File: src/rtl/drc_pkg.sv
// drc_pkg: shared types and constants for the dirty rectangle coalescer
// holds the beat structs, the stored box type and register indexes
// no dependencies
`timescale 1ns / 1ps

package drc_pkg;

  localparam int MAX_REGIONS   = 8;
  localparam int IDX_W         = $clog2(MAX_REGIONS);
  localparam int CNT_W         = $clog2(MAX_REGIONS + 1);
  localparam int COORD_W       = 15;
  localparam int EXPAND_MARGIN = 2;
  localparam int EXPAND_GROW   = 4;

  localparam logic [COORD_W-1:0] SCREEN_WIDTH_RST  = 15'd320;
  localparam logic [COORD_W-1:0] SCREEN_HEIGHT_RST = 15'd240;

  typedef enum logic [1:0] {
    CFG_SCREEN_WIDTH  = 2'd0,
    CFG_SCREEN_HEIGHT = 2'd1,
    CFG_DEBUG_EXPAND  = 2'd2
  } cfg_idx_t;

  typedef enum logic {
    FUNC_INVALIDATE = 1'b0,
    FUNC_DRAIN      = 1'b1
  } func_t;

  typedef struct packed {
    logic              func;
    logic signed [15:0] rect_left;
    logic signed [15:0] rect_top;
    logic signed [15:0] rect_width;
    logic signed [15:0] rect_height;
  } in_t;

  typedef struct packed {
    logic [COORD_W-1:0] out_left;
    logic [COORD_W-1:0] out_top;
    logic [COORD_W-1:0] out_width;
    logic [COORD_W-1:0] out_height;
    logic               entry_valid;
    logic [3:0]         entry_count;
    logic               last;
  } out_t;

  // one stored region, all edges within the screen
  typedef struct packed {
    logic [COORD_W-1:0] x;
    logic [COORD_W-1:0] y;
    logic [COORD_W-1:0] w;
    logic [COORD_W-1:0] h;
  } box_t;

endpackage

File: src/rtl/dirty_rect_coalescer.sv
// dirty_rect_coalescer: top level, microcoded sequencer over a region table
// depends on drc_pkg for beat structs, box type and constants
`timescale 1ns / 1ps

// Keeps up to eight screen regions that need redrawing. An invalidate beat
// (func 0) is expanded if debug_expand is set, clipped to the screen, then
// merged into the first touching entry (which absorbs any others it touches),
// appended, or collapsed with the whole table into one box when full; it
// returns one beat carrying the new entry count. A drain beat (func 1) returns
// one beat per stored entry in slot order, last set on the final one, or a
// single empty beat when the table holds nothing. Control comes from a small
// microcode table stepping a single-port region memory, one access per cycle,
// so timing follows the table walk. After acceptance an invalidate steps
// through expansion and clipping, a read and test per entry scanned up to and
// including the hit, a pass over the other entries in which each absorbed
// entry is refilled from the last one (or the merged entry moves into its
// slot when it is the last one), and a store and report. A rectangle that
// hits nothing is appended after a scan of every entry, and a full table is
// then folded into one box by a further pass over all entries. An empty
// rectangle goes straight to the report step, or after clipping when it clips
// to nothing. A drain reads and emits each entry in turn. in_ready returns
// the cycle after the last step, and the report and emit steps wait while the
// output register is still full. One beat is worked on at a time; a finished
// result sits in the output register while the next beat is accepted. There
// is no clearing pass after reset.
module dirty_rect_coalescer (
  input  logic                         clk,
  input  logic                         rst,
  input  logic                         in_valid,
  output logic                         in_ready,
  input  drc_pkg::in_t                 in_data,
  output logic                         out_valid,
  input  logic                         out_ready,
  output drc_pkg::out_t                out_data,
  input  logic                         cfg_we,
  input  logic [1:0]                   cfg_index,
  input  logic [drc_pkg::COORD_W-1:0]  cfg_data
);

  typedef enum logic [4:0] {
    S_IDLE, S_EXP, S_CLIPL, S_CLIPR, S_CHK, S_ILOOP, S_ITEST, S_JLOOP,
    S_JSKIP, S_JTEST, S_JHIT, S_COPY, S_STORE, S_APPEND, S_CLOOP, S_CACC,
    S_CSTORE, S_REPORT, S_DRAIN, S_DREAD, S_DEMIT
  } step_t;

  typedef enum logic [3:0] {
    OP_NOP, OP_EXPAND, OP_CLIP_LT, OP_CLIP_RB, OP_LOAD_NB, OP_READ_I,
    OP_TEST_I, OP_READ_J, OP_TEST_J, OP_ABSORB, OP_COPY_J, OP_STORE_I,
    OP_APPEND, OP_ACC, OP_STORE_ALL, OP_EMIT_CNT
  } op_t;

  typedef enum logic [1:0] {
    OPX_NONE, OPX_DRAIN_START, OPX_READ_K, OPX_EMIT_ENTRY
  } opx_t;

  typedef enum logic [3:0] {
    C_ALWAYS, C_R_EMPTY, C_I_GE_CNT, C_NO_TOUCH, C_J_GE_CNT, C_J_EQ_I,
    C_LAST_EQ_I, C_CNT_LT_MAX, C_CNT_ZERO, C_K_LAST
  } cond_t;

  typedef struct packed {
    op_t   op;
    opx_t  opx;
    cond_t cond;
    step_t jt;
    step_t jf;
    logic  wait_out;
  } uword_t;

  localparam int IW = drc_pkg::IDX_W;
  localparam int CW = drc_pkg::CNT_W;

  function automatic uword_t rom(input step_t s);
    uword_t w;
    begin
      unique case (s)
        S_IDLE:   w = '{OP_NOP,       OPX_NONE, C_ALWAYS,     S_IDLE,   S_IDLE,   1'b0};
        S_EXP:    w = '{OP_EXPAND,    OPX_NONE, C_R_EMPTY,    S_REPORT, S_CLIPL,  1'b0};
        S_CLIPL:  w = '{OP_CLIP_LT,   OPX_NONE, C_ALWAYS,     S_CLIPR,  S_CLIPR,  1'b0};
        S_CLIPR:  w = '{OP_CLIP_RB,   OPX_NONE, C_ALWAYS,     S_CHK,    S_CHK,    1'b0};
        S_CHK:    w = '{OP_LOAD_NB,   OPX_NONE, C_R_EMPTY,    S_REPORT, S_ILOOP,  1'b0};
        S_ILOOP:  w = '{OP_READ_I,    OPX_NONE, C_I_GE_CNT,   S_APPEND, S_ITEST,  1'b0};
        S_ITEST:  w = '{OP_TEST_I,    OPX_NONE, C_NO_TOUCH,   S_ILOOP,  S_JLOOP,  1'b0};
        S_JLOOP:  w = '{OP_NOP,       OPX_NONE, C_J_GE_CNT,   S_STORE,  S_JSKIP,  1'b0};
        S_JSKIP:  w = '{OP_READ_J,    OPX_NONE, C_J_EQ_I,     S_JLOOP,  S_JTEST,  1'b0};
        S_JTEST:  w = '{OP_TEST_J,    OPX_NONE, C_NO_TOUCH,   S_JLOOP,  S_JHIT,   1'b0};
        S_JHIT:   w = '{OP_ABSORB,    OPX_NONE, C_LAST_EQ_I,  S_JLOOP,  S_COPY,   1'b0};
        S_COPY:   w = '{OP_COPY_J,    OPX_NONE, C_ALWAYS,     S_JLOOP,  S_JLOOP,  1'b0};
        S_STORE:  w = '{OP_STORE_I,   OPX_NONE, C_ALWAYS,     S_REPORT, S_REPORT, 1'b0};
        S_APPEND: w = '{OP_APPEND,    OPX_NONE, C_CNT_LT_MAX, S_REPORT, S_CLOOP,  1'b0};
        S_CLOOP:  w = '{OP_READ_I,    OPX_NONE, C_I_GE_CNT,   S_CSTORE, S_CACC,   1'b0};
        S_CACC:   w = '{OP_ACC,       OPX_NONE, C_ALWAYS,     S_CLOOP,  S_CLOOP,  1'b0};
        S_CSTORE: w = '{OP_STORE_ALL, OPX_NONE, C_ALWAYS,     S_REPORT, S_REPORT, 1'b0};
        S_REPORT: w = '{OP_EMIT_CNT,  OPX_NONE, C_ALWAYS,     S_IDLE,   S_IDLE,   1'b1};
        S_DRAIN:  w = '{OP_NOP, OPX_DRAIN_START, C_CNT_ZERO,  S_REPORT, S_DREAD,  1'b0};
        S_DREAD:  w = '{OP_NOP, OPX_READ_K,     C_ALWAYS,     S_DEMIT,  S_DEMIT,  1'b0};
        S_DEMIT:  w = '{OP_NOP, OPX_EMIT_ENTRY, C_K_LAST,     S_IDLE,   S_DREAD,  1'b1};
        default:  w = '{OP_NOP,       OPX_NONE, C_ALWAYS,     S_IDLE,   S_IDLE,   1'b0};
      endcase
      return w;
    end
  endfunction

  // edges that meet count as touching
  function automatic logic touches(input drc_pkg::box_t a, input drc_pkg::box_t b);
    logic [15:0] ax2, ay2, bx2, by2;
    begin
      ax2 = {1'b0, a.x} + {1'b0, a.w};
      ay2 = {1'b0, a.y} + {1'b0, a.h};
      bx2 = {1'b0, b.x} + {1'b0, b.w};
      by2 = {1'b0, b.y} + {1'b0, b.h};
      return !(bx2 < {1'b0, a.x} || {1'b0, b.x} > ax2 ||
               by2 < {1'b0, a.y} || {1'b0, b.y} > ay2);
    end
  endfunction

  function automatic drc_pkg::box_t bound(input drc_pkg::box_t a, input drc_pkg::box_t b);
    logic [15:0] ax2, ay2, bx2, by2, x2, y2;
    drc_pkg::box_t r;
    begin
      ax2 = {1'b0, a.x} + {1'b0, a.w};
      ay2 = {1'b0, a.y} + {1'b0, a.h};
      bx2 = {1'b0, b.x} + {1'b0, b.w};
      by2 = {1'b0, b.y} + {1'b0, b.h};
      x2  = (ax2 > bx2) ? ax2 : bx2;
      y2  = (ay2 > by2) ? ay2 : by2;
      r.x = (a.x < b.x) ? a.x : b.x;
      r.y = (a.y < b.y) ? a.y : b.y;
      r.w = drc_pkg::COORD_W'(x2 - {1'b0, r.x});
      r.h = drc_pkg::COORD_W'(y2 - {1'b0, r.y});
      return r;
    end
  endfunction

  // configuration
  logic [drc_pkg::COORD_W-1:0] screen_width, screen_height;
  logic                        debug_expand;

  // sequencer and datapath
  step_t               step;
  logic [CW-1:0]       count, i, j, k, n;
  logic signed [17:0]  rx, ry, rw, rh;
  drc_pkg::box_t       nb, m, rd;
  drc_pkg::box_t       mem [drc_pkg::MAX_REGIONS];

  uword_t              uw;
  logic                stall, act, cond_true, touch, in_acc;
  logic [IW-1:0]       last_slot;
  logic signed [17:0]  sw_ext, sh_ext;
  drc_pkg::box_t       bnd_a, bnd;
  logic                mem_we, mem_re;
  logic [IW-1:0]       mem_waddr, mem_raddr;
  drc_pkg::box_t       mem_wdata;

  assign in_ready  = (step == S_IDLE);
  assign in_acc    = in_valid && in_ready;
  assign sw_ext    = $signed({3'b000, screen_width});
  assign sh_ext    = $signed({3'b000, screen_height});
  assign last_slot = IW'(count - CW'(1));

  always_comb begin
    uw    = rom(step);
    stall = uw.wait_out && out_valid && !out_ready;
    act   = !stall && (step != S_IDLE);
    // shared merge unit: the new box against a stored entry, or the running merge
    bnd_a = (uw.op == OP_TEST_I) ? nb : m;
    touch = touches(bnd_a, rd);
    bnd   = bound(bnd_a, rd);

    unique case (uw.cond)
      C_ALWAYS:     cond_true = 1'b1;
      C_R_EMPTY:    cond_true = (rw <= 18'sd0) || (rh <= 18'sd0);
      C_I_GE_CNT:   cond_true = (i >= count);
      C_NO_TOUCH:   cond_true = !touch;
      C_J_GE_CNT:   cond_true = (j >= count);
      C_J_EQ_I:     cond_true = (j == i);
      C_LAST_EQ_I:  cond_true = ({1'b0, last_slot} == i);
      C_CNT_LT_MAX: cond_true = (count < CW'(drc_pkg::MAX_REGIONS));
      C_CNT_ZERO:   cond_true = (count == '0);
      C_K_LAST:     cond_true = (k + CW'(1) == n);
      default:      cond_true = 1'b1;
    endcase

    mem_re    = 1'b0;
    mem_raddr = '0;
    mem_we    = 1'b0;
    mem_waddr = '0;
    mem_wdata = m;
    if (act) begin
      unique case (uw.op)
        OP_READ_I: begin
          mem_re    = 1'b1;
          mem_raddr = i[IW-1:0];
        end
        OP_READ_J: begin
          mem_re    = 1'b1;
          mem_raddr = j[IW-1:0];
        end
        OP_ABSORB: begin
          // fetch the last entry to fill the absorbed slot
          mem_re    = 1'b1;
          mem_raddr = last_slot;
        end
        OP_COPY_J: begin
          mem_we    = 1'b1;
          mem_waddr = j[IW-1:0];
          mem_wdata = rd;
        end
        OP_STORE_I: begin
          mem_we    = 1'b1;
          mem_waddr = i[IW-1:0];
        end
        OP_APPEND: begin
          mem_we    = (count < CW'(drc_pkg::MAX_REGIONS));
          mem_waddr = count[IW-1:0];
          mem_wdata = nb;
        end
        OP_STORE_ALL: begin
          mem_we    = 1'b1;
          mem_waddr = '0;
        end
        default: begin
        end
      endcase
      if (uw.opx == OPX_READ_K) begin
        mem_re    = 1'b1;
        mem_raddr = k[IW-1:0];
      end
    end
  end

  always_ff @(posedge clk) begin
    if (mem_we) mem[mem_waddr] <= mem_wdata;
    if (mem_re) rd <= mem[mem_raddr];
  end

  always_ff @(posedge clk) begin
    if (rst) begin
      step          <= S_IDLE;
      count         <= '0;
      out_valid     <= 1'b0;
      screen_width  <= drc_pkg::SCREEN_WIDTH_RST;
      screen_height <= drc_pkg::SCREEN_HEIGHT_RST;
      debug_expand  <= 1'b0;
    end else begin
      if (cfg_we) begin
        unique case (cfg_index)
          drc_pkg::CFG_SCREEN_WIDTH:  screen_width  <= cfg_data;
          drc_pkg::CFG_SCREEN_HEIGHT: screen_height <= cfg_data;
          drc_pkg::CFG_DEBUG_EXPAND:  debug_expand  <= cfg_data[0];
          default: begin
          end
        endcase
      end

      if (act && (uw.op == OP_EMIT_CNT || uw.opx == OPX_EMIT_ENTRY)) begin
        out_valid <= 1'b1;
      end else if (out_valid && out_ready) begin
        out_valid <= 1'b0;
      end

      if (in_acc) begin
        rx   <= 18'(in_data.rect_left);
        ry   <= 18'(in_data.rect_top);
        rw   <= 18'(in_data.rect_width);
        rh   <= 18'(in_data.rect_height);
        step <= (in_data.func == drc_pkg::FUNC_DRAIN) ? S_DRAIN : S_EXP;
      end else if (act) begin
        step <= cond_true ? uw.jt : uw.jf;
      end

      if (act) begin
        unique case (uw.op)
          OP_EXPAND: begin
            if (debug_expand) begin
              rx <= rx - 18'(drc_pkg::EXPAND_MARGIN);
              ry <= ry - 18'(drc_pkg::EXPAND_MARGIN);
              rw <= rw + 18'(drc_pkg::EXPAND_GROW);
              rh <= rh + 18'(drc_pkg::EXPAND_GROW);
            end
          end
          OP_CLIP_LT: begin
            if (rx < 18'sd0) begin
              rw <= rw + rx;
              rx <= '0;
            end
            if (ry < 18'sd0) begin
              rh <= rh + ry;
              ry <= '0;
            end
          end
          OP_CLIP_RB: begin
            if (rx + rw > sw_ext) rw <= sw_ext - rx;
            if (ry + rh > sh_ext) rh <= sh_ext - ry;
          end
          OP_LOAD_NB: begin
            nb.x <= rx[drc_pkg::COORD_W-1:0];
            nb.y <= ry[drc_pkg::COORD_W-1:0];
            nb.w <= rw[drc_pkg::COORD_W-1:0];
            nb.h <= rh[drc_pkg::COORD_W-1:0];
            i    <= '0;
          end
          OP_TEST_I: begin
            if (touch) begin
              m <= bnd;
              j <= '0;
            end else begin
              i <= i + CW'(1);
            end
          end
          OP_READ_J: begin
            if (j == i) j <= j + CW'(1);
          end
          OP_TEST_J: begin
            if (touch) m <= bnd;
            else       j <= j + CW'(1);
          end
          OP_ABSORB: begin
            count <= count - CW'(1);
            // merged entry is the last one: it moves into the absorbed slot
            if ({1'b0, last_slot} == i) i <= j;
          end
          OP_APPEND: begin
            if (count < CW'(drc_pkg::MAX_REGIONS)) begin
              count <= count + CW'(1);
            end else begin
              m <= nb;
              i <= '0;
            end
          end
          OP_ACC: begin
            m <= bnd;
            i <= i + CW'(1);
          end
          OP_STORE_ALL: count <= CW'(1);
          OP_EMIT_CNT: begin
            out_data <= '{'0, '0, '0, '0, 1'b0, 4'(count), 1'b1};
          end
          default: begin
          end
        endcase

        unique case (uw.opx)
          OPX_DRAIN_START: begin
            n     <= count;
            count <= '0;
            k     <= '0;
          end
          OPX_EMIT_ENTRY: begin
            out_data <= '{rd.x, rd.y, rd.w, rd.h, 1'b1, 4'd0, (k + CW'(1) == n)};
            k        <= k + CW'(1);
          end
          default: begin
          end
        endcase
      end
    end
  end

  // one beat in flight: an accepted beat holds off the next
  a_one_beat: assert property (@(posedge clk) disable iff (rst)
    in_valid && in_ready |=> !in_ready)
    else $error("input accepted while a beat was still in work");

  // table never holds more than its depth
  a_count_range: assert property (@(posedge clk) disable iff (rst)
    count <= CW'(drc_pkg::MAX_REGIONS))
    else $error("region count beyond table depth");

  // a drained entry always reports an emptied table
  a_drain_count: assert property (@(posedge clk) disable iff (rst)
    out_valid && out_data.entry_valid |-> out_data.entry_count == 4'd0)
    else $error("drained entry with non-zero count");

  // a result is only launched when the output register is free
  a_no_overrun: assert property (@(posedge clk) disable iff (rst)
    out_valid && !out_ready |=> out_valid && $stable(out_data))
    else $error("pending result overwritten");

endmodule

File: config.mk
export PLATFORM = sky130hd
export DESIGN_NAME = dirty_rect_coalescer
export DESIGN_NICKNAME = d
export VERILOG_FILES = /design/src/rtl/drc_pkg.sv /design/src/rtl/dirty_rect_coalescer.sv
export SDC_FILE = /design/constraint.sdc
export NUM_CORES = 2
export LEC_CHECK = 0
export BUFFER_PORTS_ARGS = -buffer_cell sky130_fd_sc_hd__buf_2
export CORE_ASPECT_RATIO = 0.7
export CORE_MARGIN = 1.5
export CORE_UTILIZATION = 50
export CTS_CLUSTER_SIZE = 8
export DETAILED_ROUTE_END_ITERATION = 7
export MAX_ROUTING_LAYER = met4
export PLACE_DENSITY = 0.66
export SETUP_SLACK_MARGIN = 0.1
export SLEW_MARGIN = 15
export SYNTH_ARGS = -nofsm -noshare
export SYNTH_HDL_FRONTEND = slang
export SYNTH_SLANG_ARGS = --single-unit
export TNS_END_PERCENT = 100
File: constraint.sdc
create_clock -name clk -period 8.95 [get_ports clk]
set_clock_uncertainty 0.2 [all_clocks]
set_input_delay 0.895 -clock clk [delete_from_list [all_inputs] [get_ports clk]]
set_output_delay 0.895 -clock clk [all_outputs]
set_load 0.05 [all_outputs]
==> results.sh <==
export IMPL_p_switching_mw=7.75
export IMPL_fmax_mhz=121
export IMPL_slew_violations=0
export IMPL_cp_common_cell="a21oi_1"
export IMPL_yosysWarnings=0
export IMPL_die_x_um=381
export IMPL_hold_violations=0
export IMPL_avgRoutedWirePerCell_um=23.2
export IMPL_synth_nets=5404
export IMPL_grt_remaining_overflow=0
export IMPL_cts_tree="done"
export IMPL_drive_above_1_share_pct=9.16
export IMPL_ys_ff_latch=875
export IMPL_clk_path_buf_depth=3
export IMPL_wirelength_um=150000
export IMPL_min_period_ns=8.24
export IMPL_antenna_found_initial=0
export IMPL_cp_slowest_stage_delay_ns=0.62
export IMPL_num_vias=39000
export IMPL_io_pins=155
export IMPL_critPathSlowestCell="and4bb_4"
export IMPL_power_leakage_nw=21.4
export IMPL_async_reset_ff_share_pct=0
export IMPL_start_kind="flop"
export IMPL_core_region_area_um2=98600
export IMPL_pwr_density_cell_nw_per_um2=338
export IMPL_syn2layout_area_growth_pct=11.0
export IMPL_synth_cell_types=95
export IMPL_grt_pass1_vias=36700
export IMPL_status="finished clean"
export IMPL_grt_max_degree=145
export IMPL_port_buffers=154
export IMPL_drt_iter0_drc=3975
export IMPL_fin_area_um2=55600
export IMPL_synth_cells=4980
export IMPL_dp_final_hpwl_um=103000
export IMPL_path_buf_inv=1
export IMPL_htree_levels=3
export IMPL_final_setup_tns_ns=0
export IMPL_seq_area_frac_synth_pct=51.3
export IMPL_path_max_fanout=14
export IMPL_synth_ff_type="edfxtp_1"
export IMPL_drv_cap=0
export IMPL_fillers=8554
export IMPL_slew_headroom_pct=22.9
export IMPL_cts_root_buffer="clkbuf_16"
export IMPL_required_ns=9.21
export IMPL_viasPerCell=6.04
export IMPL_whs_ns=0.238
export IMPL_setup_viol=0
export IMPL_drc=0
export IMPL_row_count=96
export IMPL_nets=5509
export IMPL_rsz0062_at_grt="no"
export IMPL_drtPass1Iterations=6
export IMPL_syn_area_um2=50100
export IMPL_antenna_left=0
export IMPL_clk_pin_slew_worst_paths_ns=0.06
export IMPL_crit_type="reg2reg"
export IMPL_cp_end_kind="flop"
export IMPL_postPlaceCellArea_um2=52300
export IMPL_critical_path_top_delay_family="compound AO/OA/AOI/OAI gates"
export IMPL_cts_buffers=119
export IMPL_worst_pin_slew_ns=1.14
export IMPL_n_antenna_cell=0
export IMPL_post_cts_setup_buffers=0
export IMPL_place_gp_congestion=0.997
export IMPL_p_clk_share_pct=21.9
export IMPL_combPwrFrac_pct=47.1
export IMPL_power_frac_seq_pct=30.9
export IMPL_utilization_pct=56.3
export IMPL_worst_hold_path_type="in2reg"
export IMPL_clock_sinks=875
export IMPL_synth_area_per_cell_um2=10.1
export IMPL_start_util_pct=50.8
export IMPL_p_sw_share_pct=41.3
export IMPL_fp_dieH_um=268
export IMPL_die_area_um2=102000
export IMPL_arrival_ns=8.50
export IMPL_synth_edf_count=814
export IMPL_internal_power_mw=11.0
export IMPL_grt_pass1_wl_um=227000
export IMPL_track_usage_pct=29.9
export IMPL_ir_worst_vdd_uv=199
export IMPL_period_share_pct=92.1
export IMPL_clock_latency_ns=0.72
final cells by class:
class                           count  area [µm²]  share of cell area (%)
Tap cell                         1323        1660                    2.98
Inverter                          268        1010                    1.81
Clock inverter                      7         149                   0.268
Multi-Input combinational cell   3604       22700                    40.8
Clock buffer                      158        3120                    5.62
Timing Repair Buffer              217        1280                    2.31
Sequential cell                   875       25700                    46.2
power groups by stage:
| stage | clock [mW] | sequential, mW | combinational, mW |
|---|---|---|---|
| finish | 4.12 | 5.80 | 8.85 |
| global route | 4.34 | 5.83 | 9.83 |
| CTS | 4.18 | 5.78 | 8.67 |
| detailed placement | 0 | 5.86 | 8.61 |
| global placement | 0 | 5.86 | 8.53 |
| floorplan | 0 | 5.55 | 6.48 |
metal layers:
metal | part of all wire [%] | track usage, % | vias to the layer above
met3 | 8.1 | 4.88 | 260
met5 | 0 | - | -
met1 | 45 | 42.8 | 18800
met4 | 2.5 | 7.77 | 0
li1 | - | - | 18300
met2 | 44 | 44.3 | 1603
final timing paths:
path	startpoint	endpoint	slack, ns	depth (start not counted)
setup / recovery	uw[20]	m[29]	0.71	31
hold reg to reg	screen_width[0]	screen_width[0]	0.29	2
setup reg to reg	uw[20]	m[29]	0.71	31
hold / removal	in_data[45]	ry[13]	0.24	3
flip-flops by register name, indices dropped and copies added, names as in the netlist:
name and cells:
k 4, n 4, debug_expand 1, ry 18
rd 60, nb 60, out_valid 1, rh 18
screen_height 15, m 60, count 4, screen_width 15
i 4, uw 20, mem 480, rw 18
out_data 66, j 4, step 5, rx 18
worst register-to-register path: cells and delay by family (launching register included):
kind	cells	cell delay, ns
DFF	1	0.32
buffers and inverters	1	0.06
xor gates and xnor gates	3	0.56
AOI/OAI and AO/OA	17	3.38
muxes	2	0.79
adders and majority gates	6	2.01
and+or+nand+nor	2	0.70
cell usage in the layout, fill, tap and decap left out, types with 18 or more instances in the layout:
master | netlist | layout
ha_1 | 327 | 327
mux2_2 | 64 | 64
nand4_1 | 37 | 37
or3_1 | 19 | 19
o21bai_1 | 19 | 19
nor3_1 | 66 | 63
xor2_1 | 54 | 54
edfxtp_1 | 814 | 814
buf_2 | 4 | 154
o21a_1 | 31 | 31
a211oi_1 | 28 | 27
clkbuf_16 | 0 | 119
a2bb2oi_1 | 19 | 19
mux2i_1 | 65 | 65
xnor2_1 | 114 | 114
clkbuf_1 | 200 | 39
nand2_1 | 935 | 932
o21ai_0 | 355 | 351
buf_4 | 3 | 60
nor2b_1 | 26 | 26
a21boi_0 | 65 | 65
nor2_1 | 242 | 233
a21o_1 | 75 | 74
nand2b_1 | 24 | 24
a22oi_1 | 25 | 25
nor4_1 | 26 | 25
o31ai_1 | 18 | 18
o211ai_1 | 38 | 38
dfxtp_1 | 61 | 61
nand3_1 | 367 | 367
and3_1 | 64 | 63
inv_1 | 266 | 266
a21oi_1 | 239 | 238
kinds of logic (layout without fill, tap and decap cells):
| kind of cell | after synthesis | count (layout) | synth area share, % |
|---|---|---|---|
| muxes | 131 | 131 | 2.81 |
| AOI/OAI and AO/OA | 1091 | 1091 | 13.9 |
| and+or+nand+nor | 1874 | 1874 | 16.6 |
| DFF | 875 | 875 | 51.3 |
| buffers and inverters | 501 | 650 | 3.81 |
| xor gates and xnor gates | 169 | 169 | 2.98 |
| adders and majority gates | 339 | 339 | 8.61 |
Yosys cell counts, drive strengths merged, types with 15 or more instances:
library cell  number  share of area (%)
inv              268                2.0
buf               32               0.29
a21oi            239                2.4
xor2              54               0.94
o21ai            362                3.6
o211ai            38               0.57
dfxtp             61                2.4
nand2b            24               0.30
mux2              65                1.5
o21bai            19               0.28
a22oi             25               0.37
edfxtp           814                 49
or3               19               0.24
and3              64               0.80
nand3            367                3.7
ha               327                8.2
a31oi             15               0.19
a21boi            66               0.99
mux2i             65                1.3
o21a              31               0.46
a21o              75                1.1
nand4             37               0.46
a211oi            30               0.47
a221o             16               0.32
o22ai             16               0.20
o221ai            15               0.26
nor3              66               0.66
nand2            937                7.0
clkbuf           201                1.5
nor2b             26               0.32
a2bb2oi           19               0.33
nor2             242                1.8
and2              19               0.24
o31ai             19               0.29
nor4              27               0.35
xnor2            114                2.0
through the flow:
step / power (mW) / setup slack [ns] / cells
2_1_floorplan: 12.0 / 0.721 / 4980
3_3_place_gp: 14.4 / 0.891 / 6287
3_5_place_dp: 14.5 / 0.719 / 6287
4_1_cts: 18.6 / 0.697 / 6452
5_1_grt: 20.0 / 0.118 / 6452
6_report: 18.8 / 0.707 / 6452
what timing repair did:
action | CTS | global route
hold buffers | 0 | 0
gates resized for setup | 0 | 2
endpoints found under the setup margin | 0 | 2
No activity file was read; power rests on OpenSTA's default activity.
